<file path="config.mk">
export PLATFORM = sky130hd
export DESIGN_NAME = pin_watermark_monitor
export DESIGN_NICKNAME = d
export VERILOG_FILES = /design/src/design/pwm_pkg.sv /design/src/design/pwm_cfg.sv /design/src/design/pwm_core.sv /design/src/design/pin_watermark_monitor.sv
export SDC_FILE = /design/constraint.sdc
export NUM_CORES = 2
export LEC_CHECK = 0
export BUFFER_PORTS_ARGS = -buffer_cell sky130_fd_sc_hd__buf_2
export CAP_MARGIN = 30
export CORE_MARGIN = 2
export CORE_UTILIZATION = 40
export CTS_BUF_LIST = sky130_fd_sc_hd__clkbuf_8
export DETAILED_ROUTE_END_ITERATION = 12
export HOLD_SLACK_MARGIN = 0.06
export PLACE_DENSITY = 0.56
export SETUP_SLACK_MARGIN = 0.2
export SLEW_MARGIN = 20
export SYNTH_ARGS = -nofsm -noshare
export SYNTH_HDL_FRONTEND = slang
export SYNTH_SLANG_ARGS = --single-unit
</file>
<file path="constraint.sdc">
create_clock -name i_clk -period 19.6 [get_ports i_clk]
set_clock_uncertainty 0.05 [all_clocks]
set_input_delay 1.96 -clock i_clk [delete_from_list [all_inputs] [get_ports i_clk]]
set_output_delay 1.96 -clock i_clk [all_outputs]
set_load 0.01 [all_outputs]
</file>
<file path="src/design/pwm_pkg.sv">
// Shared widths, register indexes, threshold bundle and constant tables for the watermark monitor.
package pwm_pkg;

    // Field widths
    localparam int LEVEL_W = 20;
    localparam int TOTAL_W = 44;
    localparam int THR_W   = 40;   // a level in MB shifted up by 20 bits
    localparam int MB_SHIFT = 20;

    // APB register map
    localparam int ADDR_W = 4;
    localparam int DATA_W = 32;
    localparam logic [1:0] REG_CAP  = 2'd0;
    localparam logic [1:0] REG_WARN = 2'd1;
    localparam logic [1:0] REG_CRIT = 2'd2;

    // Reciprocal of 5 for 20-bit operands: q = (x * RECIP5) >> RECIP5_SHIFT
    localparam int Q5_W = 18;
    localparam int RECIP5_SHIFT = 22;
    localparam logic [LEVEL_W-1:0] RECIP5 = 20'd838861;

    // Cycles the threshold pipeline needs after a register write
    localparam logic [1:0] CFG_SETTLE = 2'd3;

    // Thresholds and re-arm levels handed from the config block to the datapath
    typedef struct packed {
        logic             enable;
        logic [THR_W-1:0] warn_thr;
        logic [THR_W-1:0] warn_rearm;
        logic [THR_W-1:0] crit_thr;
        logic [THR_W-1:0] crit_rearm;
    } t_thr;

    // floor(r * 2^19 / 5) for a remainder r of a division by 5
    function automatic logic [18:0] rem5_frac(input logic [2:0] r);
        logic [18:0] v;
        case (r)
            3'd0:    v = 19'd0;
            3'd1:    v = 19'd104857;
            3'd2:    v = 19'd209715;
            3'd3:    v = 19'd314572;
            3'd4:    v = 19'd419430;
            default: v = 19'd0;
        endcase
        return v;
    endfunction

endpackage

</file>
<file path="src/design/pwm_cfg.sv">
// APB register file and the short pipeline that turns MB levels into byte thresholds.
module pwm_cfg (
    input  logic                        i_clk,
    input  logic                        i_rst_n,
    input  logic                        psel,
    input  logic                        penable,
    input  logic                        pwrite,
    input  logic [pwm_pkg::ADDR_W-1:0]  paddr,
    input  logic [pwm_pkg::DATA_W-1:0]  pwdata,
    output logic [pwm_pkg::DATA_W-1:0]  prdata,
    output logic                        pready,
    output logic                        o_settled,
    output pwm_pkg::t_thr               o_thr
);

    logic [pwm_pkg::LEVEL_W-1:0] r_cap_mb, r_warn_mb, r_crit_mb;
    logic [1:0]                  r_settle;
    logic [pwm_pkg::Q5_W-1:0]    r_q5;
    logic [pwm_pkg::THR_W-1:0]   r_warn_thr, r_crit_thr;
    logic [pwm_pkg::THR_W-1:0]   r_warn_rearm, r_crit_rearm;

    logic                        wr_en;
    logic [1:0]                  reg_idx;
    logic [2*pwm_pkg::LEVEL_W-1:0] q5_prod;
    logic [pwm_pkg::LEVEL_W-1:0] rem_full;
    logic [2:0]                  rem5;
    logic [36:0]                 div10;
    logic [pwm_pkg::THR_W-1:0]   cap_bytes, crit_dflt, warn_dflt;
    logic [pwm_pkg::THR_W-1:0]   warn_raw, crit_raw, n_warn_thr, n_crit_thr;
    logic [21:0]                 cap_x3;

    assign pready  = 1'b1;
    assign wr_en   = psel && penable && pwrite;
    assign reg_idx = paddr[3:2];

    // Register writes; start the settle count on any write
    always_ff @(posedge i_clk) begin
        if (!i_rst_n) begin
            r_cap_mb  <= '0;
            r_warn_mb <= '0;
            r_crit_mb <= '0;
            r_settle  <= '0;
        end else begin
            if (wr_en) begin
                r_settle <= pwm_pkg::CFG_SETTLE;
                case (reg_idx)
                    pwm_pkg::REG_CAP:  r_cap_mb  <= pwdata[pwm_pkg::LEVEL_W-1:0];
                    pwm_pkg::REG_WARN: r_warn_mb <= pwdata[pwm_pkg::LEVEL_W-1:0];
                    pwm_pkg::REG_CRIT: r_crit_mb <= pwdata[pwm_pkg::LEVEL_W-1:0];
                    default: ;
                endcase
            end else if (r_settle != 2'd0) begin
                r_settle <= r_settle - 2'd1;
            end
        end
    end

    // Read back
    always_comb begin
        case (reg_idx)
            pwm_pkg::REG_CAP:  prdata = {12'd0, r_cap_mb};
            pwm_pkg::REG_WARN: prdata = {12'd0, r_warn_mb};
            pwm_pkg::REG_CRIT: prdata = {12'd0, r_crit_mb};
            default:           prdata = '0;
        endcase
    end

    // Stage A: cap_mb / 5 by reciprocal multiply
    assign q5_prod = r_cap_mb * pwm_pkg::RECIP5;

    // Stage B: default levels and clamp against the cap
    assign rem_full  = r_cap_mb - ({r_q5, 2'b00} + {2'b00, r_q5});
    assign rem5      = rem_full[2:0];
    assign div10     = {r_q5, 19'd0} + {18'd0, pwm_pkg::rem5_frac(rem5)};
    assign crit_dflt = {div10, 3'd0} + {3'd0, div10};
    assign cap_x3    = {2'b00, r_cap_mb} + {1'b0, r_cap_mb, 1'b0};
    assign warn_dflt = {cap_x3[19:0], 18'd0} | {cap_x3[21:20], 38'd0};
    assign cap_bytes = {r_cap_mb, 20'd0};

    always_comb begin
        warn_raw = (r_warn_mb != '0) ? {r_warn_mb, 20'd0} : warn_dflt;
        crit_raw = (r_crit_mb != '0) ? {r_crit_mb, 20'd0} : crit_dflt;
        n_warn_thr = (warn_raw >= cap_bytes) ? cap_bytes - (cap_bytes >> 4) : warn_raw;
        n_crit_thr = (crit_raw >= cap_bytes) ? cap_bytes - (cap_bytes >> 5) : crit_raw;
    end

    // Threshold pipeline registers; stage C forms the re-arm levels
    always_ff @(posedge i_clk) begin
        r_q5         <= q5_prod[pwm_pkg::RECIP5_SHIFT +: pwm_pkg::Q5_W];
        r_warn_thr   <= n_warn_thr;
        r_crit_thr   <= n_crit_thr;
        r_warn_rearm <= r_warn_thr - (r_warn_thr >> 3);
        r_crit_rearm <= r_crit_thr - (r_crit_thr >> 3);
    end

    assign o_settled        = (r_settle == 2'd0);
    assign o_thr.enable     = (r_cap_mb != '0);
    assign o_thr.warn_thr   = r_warn_thr;
    assign o_thr.warn_rearm = r_warn_rearm;
    assign o_thr.crit_thr   = r_crit_thr;
    assign o_thr.crit_rearm = r_crit_rearm;

endmodule

</file>
<file path="src/design/pwm_core.sv">
// Per-item datapath: input register, latch and peak update, result register.
module pwm_core (
    input  logic                         i_clk,
    input  logic                         i_rst_n,
    input  logic                         i_settled,
    input  pwm_pkg::t_thr                i_thr,
    input  logic                         i_in_valid,
    output logic                         o_in_ready,
    input  logic [pwm_pkg::TOTAL_W-1:0]  i_total_bytes,
    output logic                         o_out_valid,
    input  logic                         i_out_ready,
    output logic                         o_warn_event,
    output logic                         o_critical_event,
    output logic                         o_warn_active,
    output logic                         o_critical_active,
    output logic [pwm_pkg::TOTAL_W-1:0]  o_peak_bytes
);

    logic                        r_s1_valid, r_out_valid;
    logic [pwm_pkg::TOTAL_W-1:0] r_total;
    logic [pwm_pkg::TOTAL_W-1:0] r_peak, n_peak;
    logic                        r_warn, r_crit, n_warn, n_crit;
    logic                        n_wev, n_cev;
    logic                        r_wev, r_cev;
    logic [pwm_pkg::TOTAL_W-1:0] r_peak_out;
    logic                        r_warn_out, r_crit_out;
    logic                        s1_move, in_take;
    logic [pwm_pkg::TOTAL_W-1:0] wthr, wrearm, cthr, crearm;

    assign s1_move    = r_s1_valid && (!r_out_valid || i_out_ready);
    assign o_in_ready = i_settled && (!r_s1_valid || s1_move);
    assign in_take    = i_in_valid && o_in_ready;

    assign wthr   = {4'd0, i_thr.warn_thr};
    assign wrearm = {4'd0, i_thr.warn_rearm};
    assign cthr   = {4'd0, i_thr.crit_thr};
    assign crearm = {4'd0, i_thr.crit_rearm};

    // Set on reaching the threshold, re-arm below the hysteresis level
    always_comb begin
        n_peak = r_peak;
        n_warn = r_warn;
        n_crit = r_crit;
        n_wev  = 1'b0;
        n_cev  = 1'b0;
        if (i_thr.enable) begin
            if (r_total > r_peak) begin
                n_peak = r_total;
            end
            if (r_total >= wthr) begin
                n_warn = 1'b1;
                n_wev  = !r_warn;
            end else if (r_total < wrearm) begin
                n_warn = 1'b0;
            end
            if (r_total >= cthr) begin
                n_crit = 1'b1;
                n_cev  = !r_crit;
            end else if (r_total < crearm) begin
                n_crit = 1'b0;
            end
        end
    end

    // Control and monitor state
    always_ff @(posedge i_clk) begin
        if (!i_rst_n) begin
            r_s1_valid  <= 1'b0;
            r_out_valid <= 1'b0;
            r_peak      <= '0;
            r_warn      <= 1'b0;
            r_crit      <= 1'b0;
        end else begin
            if (in_take) begin
                r_s1_valid <= 1'b1;
            end else if (s1_move) begin
                r_s1_valid <= 1'b0;
            end
            if (s1_move) begin
                r_out_valid <= 1'b1;
                r_peak      <= n_peak;
                r_warn      <= n_warn;
                r_crit      <= n_crit;
            end else if (i_out_ready) begin
                r_out_valid <= 1'b0;
            end
        end
    end

    // Payload: capture the item, hold the result until taken
    always_ff @(posedge i_clk) begin
        if (in_take) begin
            r_total <= i_total_bytes;
        end
        if (s1_move) begin
            r_wev      <= n_wev;
            r_cev      <= n_cev;
            r_warn_out <= n_warn;
            r_crit_out <= n_crit;
            r_peak_out <= n_peak;
        end
    end

    assign o_out_valid       = r_out_valid;
    assign o_warn_event      = r_wev;
    assign o_critical_event  = r_cev;
    assign o_warn_active     = r_warn_out;
    assign o_critical_active = r_crit_out;
    assign o_peak_bytes      = r_peak_out;

endmodule

</file>
<file path="src/design/pin_watermark_monitor.sv">
// Top level of the pinned-memory watermark monitor.
// Each item carries a pinned-byte total and passes the input register, then the result
// register: the warning and critical flags, their one-shot set events and the peak total.
// A new item is taken every cycle while results are drained; the result register and
// the input register together let an item enter while the previous result still waits.
// After any APB register write the input stays stalled while the threshold pipeline
// (reciprocal divide by 5, default and clamp, re-arm level) settles.
// Writing cap_mb as zero freezes the peak total and the warning and critical flags.
module pin_watermark_monitor (
    input  logic                         i_clk,
    input  logic                         i_rst_n,
    input  logic                         psel,
    input  logic                         penable,
    input  logic                         pwrite,
    input  logic [pwm_pkg::ADDR_W-1:0]   paddr,
    input  logic [pwm_pkg::DATA_W-1:0]   pwdata,
    output logic [pwm_pkg::DATA_W-1:0]   prdata,
    output logic                         pready,
    input  logic                         i_in_valid,
    output logic                         o_in_ready,
    input  logic [pwm_pkg::TOTAL_W-1:0]  i_total_bytes,
    output logic                         o_out_valid,
    input  logic                         i_out_ready,
    output logic                         o_warn_event,
    output logic                         o_critical_event,
    output logic                         o_warn_active,
    output logic                         o_critical_active,
    output logic [pwm_pkg::TOTAL_W-1:0]  o_peak_bytes
);

    pwm_pkg::t_thr thr;
    logic          settled;

    // Register file and thresholds
    pwm_cfg u_cfg (
        .i_clk     (i_clk),
        .i_rst_n   (i_rst_n),
        .psel      (psel),
        .penable   (penable),
        .pwrite    (pwrite),
        .paddr     (paddr),
        .pwdata    (pwdata),
        .prdata    (prdata),
        .pready    (pready),
        .o_settled (settled),
        .o_thr     (thr)
    );

    // Item datapath
    pwm_core u_core (
        .i_clk             (i_clk),
        .i_rst_n           (i_rst_n),
        .i_settled         (settled),
        .i_thr             (thr),
        .i_in_valid        (i_in_valid),
        .o_in_ready        (o_in_ready),
        .i_total_bytes     (i_total_bytes),
        .o_out_valid       (o_out_valid),
        .i_out_ready       (i_out_ready),
        .o_warn_event      (o_warn_event),
        .o_critical_event  (o_critical_event),
        .o_warn_active     (o_warn_active),
        .o_critical_active (o_critical_active),
        .o_peak_bytes      (o_peak_bytes)
    );

endmodule
</file>
==> metrics <==
total number of vias 23,674; worst-skew pair later-pin latency 0.69 ns; total global-route track usage 22.2%; hold endpoint u_core.r_peak[25]; number of fill cells 7,392; Max H-tree Level 3; Hold Path Cell Cnt 2; max-slew violations 0; DP Cell Count 4,402; non-filler cells in the finished layout 4,527; router iterations before antenna repair 5; Inserted Clock Buffers 70; Crit Path Class flop to flop; register-to-register setup slack 10.82 ns; starting utilization of the core area 40.3%; result of the run complete, no violations; post-detailed-routing wire length 86.8 mm; most common flop cell mapped by yosys dfxtp_1; number of buffers added on ports 142; die height 281 um; library cell appearing most often on the critical path a21o_1; TritonCTS sink count 351; count of antenna-violating nets left after detailed routing 0; Req. time, crit path 20.10 ns; total of max-cap violations 0; Via-to-Cell Ratio 5.23; maximum number of pins on one net before global-route repair 85; total of warnings raised by yosys 0; top-level port count 170; clock tree buffer depth 3; post-synthesis async set-or-reset flop share 0%; wire length of the first global-routing pass 134 mm; floorplan core area 75,800 sq um; proportion of synthesized chip area in sequential cells 26.0%; die width 281 um; initial antenna violation count 1; number of nets at the end of the flow 4,285; Worst R2R End u_cfg.r_crit_thr[32]; clock root buffer master clkbuf_8; Post-Layout Inst Area 34,000 sq um; post-CTS setup repair buffer count 0; DR WL/cell 19.2 um; element type at the critical path end flop; last weighted congestion value of the routability-driven placer 0.924; worst-case reg-to-reg path depth 31; global route overflow 0; Rel. slew slack 34.7%; startpoint types flop; sum of negative setup slack 0 ns; number of buffers added to fix hold violations after cts 0; synthesized netlist cell count 3,321; sum of net half-perimeters after detailed placement 68.7 mm; worst vdd rail ir drop 0.0499 mV; RSZ-0062 raised after global routing no; # setup viols final 0; synthesized flop and latch total 351; starting DRC count in detailed routing 1,239; leading cell types in the layout, fill and taps excluded ha_1 (542), inv_1 (467), nand2_1 (373); die area 78,700 sq um; WP data arrival 9.28 ns; library cell contributing the largest single delay on the critical path xnor2_1; TritonCTS clock tree done; share of the cycle needed by the critical path after routing 44.8%; Post-Synthesis Mean Instance Area 9.21 sq um; dpl cell area 32,600 sq um; post-cts sizing count 0; clock transition at the register clock pins on the worst setup and hold paths after CTS 0.06 ns; Max Clock Freq 0.114 GHz; Area Overhead vs Synth 11.0%; remaining design rule violation count 0; largest fanout on the critical path 43; mapped cell area 30,600 sq um; Hold/Removal Path Class flop to flop; number of core rows 101; slowest cell delay on critical path 0.59 ns; min cycle time layout 8.78 ns; reported leakage power 0.0168 uW; reg-to-reg startpoint u_cfg.r_q5[0]; via count of the first global-routing pass 23,587; slew at the pin closest to its max-slew limit 0.979 ns; power density normalized to cell area 103 nW/um^2; share of post-route cells with drive strength above 1 9.16%; Worst Min Path Start u_core.r_peak[25]; count of endpoints failing hold in the final timing report 0; number of distinct library cell variants in the gate-level netlist after synthesis 80; count of flip-flops with a built-in enable after synthesis 92; most common library cell in the layout ignoring fill and taps ha_1
[kinds of logic after synthesis]
family / after synthesis / share of synthesized area, %
compound gates: 740 / 15.8
xor+xnor: 160 / 4.69
fa+ha+maj: 702 / 32.6
buf+inv: 531 / 6.70
flops: 351 / 26.0
mux: 82 / 2.76
other cells: 2 / 0.0246
simple gates: 753 / 11.4
[per-stage QoR]
stage | hold WS (ns) | setup WS (ns) | util [%] | total power, uW
3_5_place_dp | 0.397 | 10.76 | 43.0 | 2750
5_1_grt | 0.421 | 10.36 | 44.8 | 3810
2_1_floorplan | 0.344 | 12.55 | - | 2330
6_report | 0.405 | 10.82 | 44.8 | 3500
3_3_place_gp | 0.392 | 10.76 | 42.8 | 2740
4_1_cts | 0.407 | 10.74 | 44.8 | 3540
[report_power, final]
part / internal [uW] / leakage, uW / switching [uW]
Sequential: 937 / 0.00299 / 107
Combinational: 745 / 0.0130 / 951
Clock: 406 / 0.000808 / 353
[area by class of cell]
type	instances	area [sq um]	area share, %
multi-input cells	2450	20700	60.9
flip-flops and latches	351	7950	23.4
inverters	441	1660	4.87
well taps	978	1220	3.60
clock buffers	77	1060	3.12
repair buffers	182	1050	3.10
clock inverters	47	329	0.969
diodes	1	2.50	0.00737
[worst max-delay path by stage]
stage                 startpoint                    to  slack (ns)  cells past startpoint
5_1_grt            u_cfg.r_q5[0]  u_cfg.r_crit_thr[32]       10.36                     31
3_3_place_gp       u_cfg.r_q5[0]  u_cfg.r_crit_thr[32]       10.76                     31
3_5_place_dp       u_cfg.r_q5[0]  u_cfg.r_crit_thr[32]       10.76                     31
6_report           u_cfg.r_q5[0]  u_cfg.r_crit_thr[32]       10.82                     31
2_1_floorplan  u_cfg.r_cap_mb[0]  u_cfg.r_crit_thr[23]       12.55                     32
4_1_cts            u_cfg.r_q5[0]  u_cfg.r_crit_thr[32]       10.74                     31
[critical path: cells and delay by family (launching register included)]
family          cells  cell delay (ns)
compound gates     17             4.36
xor+xnor            3             0.89
fa+ha+maj           4             1.29
buf+inv             3             0.67
flops               1             0.47
simple gates        4             0.87
[state kept, by name (all words and copies together), names as in the netlist]
| signal | flops |
|---|---|
| u_core.o_critical_event | 1 |
| u_core.r_s1_valid | 1 |
| u_cfg.r_crit_mb | 20 |
| u_cfg.r_warn_rearm | 27 |
| u_cfg.r_crit_thr | 40 |
| u_cfg.r_q5 | 18 |
| u_core.o_warn_active | 1 |
| u_cfg.r_crit_rearm | 40 |
| u_core.r_peak | 44 |
| u_core.o_out_valid | 1 |
| u_core.o_peak_bytes | 44 |
| u_core.o_critical_active | 1 |
| u_core.r_crit | 1 |
| u_cfg.r_warn_thr | 24 |
| u_cfg.r_cap_mb | 20 |
| u_core.r_warn | 1 |
| u_core.r_total | 44 |
| u_core.o_warn_event | 1 |
| u_cfg.r_warn_mb | 20 |
| u_cfg.r_settle | 2 |
[synthesized netlist by cell type, types with 46 or more instances]
cell | number | area [sq um]
xnor2_1 | 109 | 955
nand4_1 | 56 | 350
nor2_1 | 106 | 398
inv_1 | 441 | 1660
xor2_1 | 48 | 420
o21ai_0 | 185 | 926
dfxtp_1 | 259 | 5180
a21o_1 | 161 | 1210
a21boi_0 | 69 | 518
clkbuf_1 | 67 | 251
fa_1 | 160 | 3200
a21oi_1 | 139 | 696
mux2i_1 | 67 | 671
nand2_1 | 373 | 1400
ha_1 | 542 | 6780
edfxtp_1 | 92 | 2760
nor2b_1 | 46 | 288
[per-layer routing]
| layer | vias up | global-route usage, % | share of wire, % |
|---|---|---|---|
| met4 | 0 | 8.54 | 3.9 |
| met3 | 168 | 3.22 | 4.8 |
| met2 | 553 | 36.5 | 46 |
| met5 | - | 0 | 0 |
| li1 | 11793 | - | - |
| met1 | 11160 | 29.2 | 46 |
(Power assumes the default switching activity.)
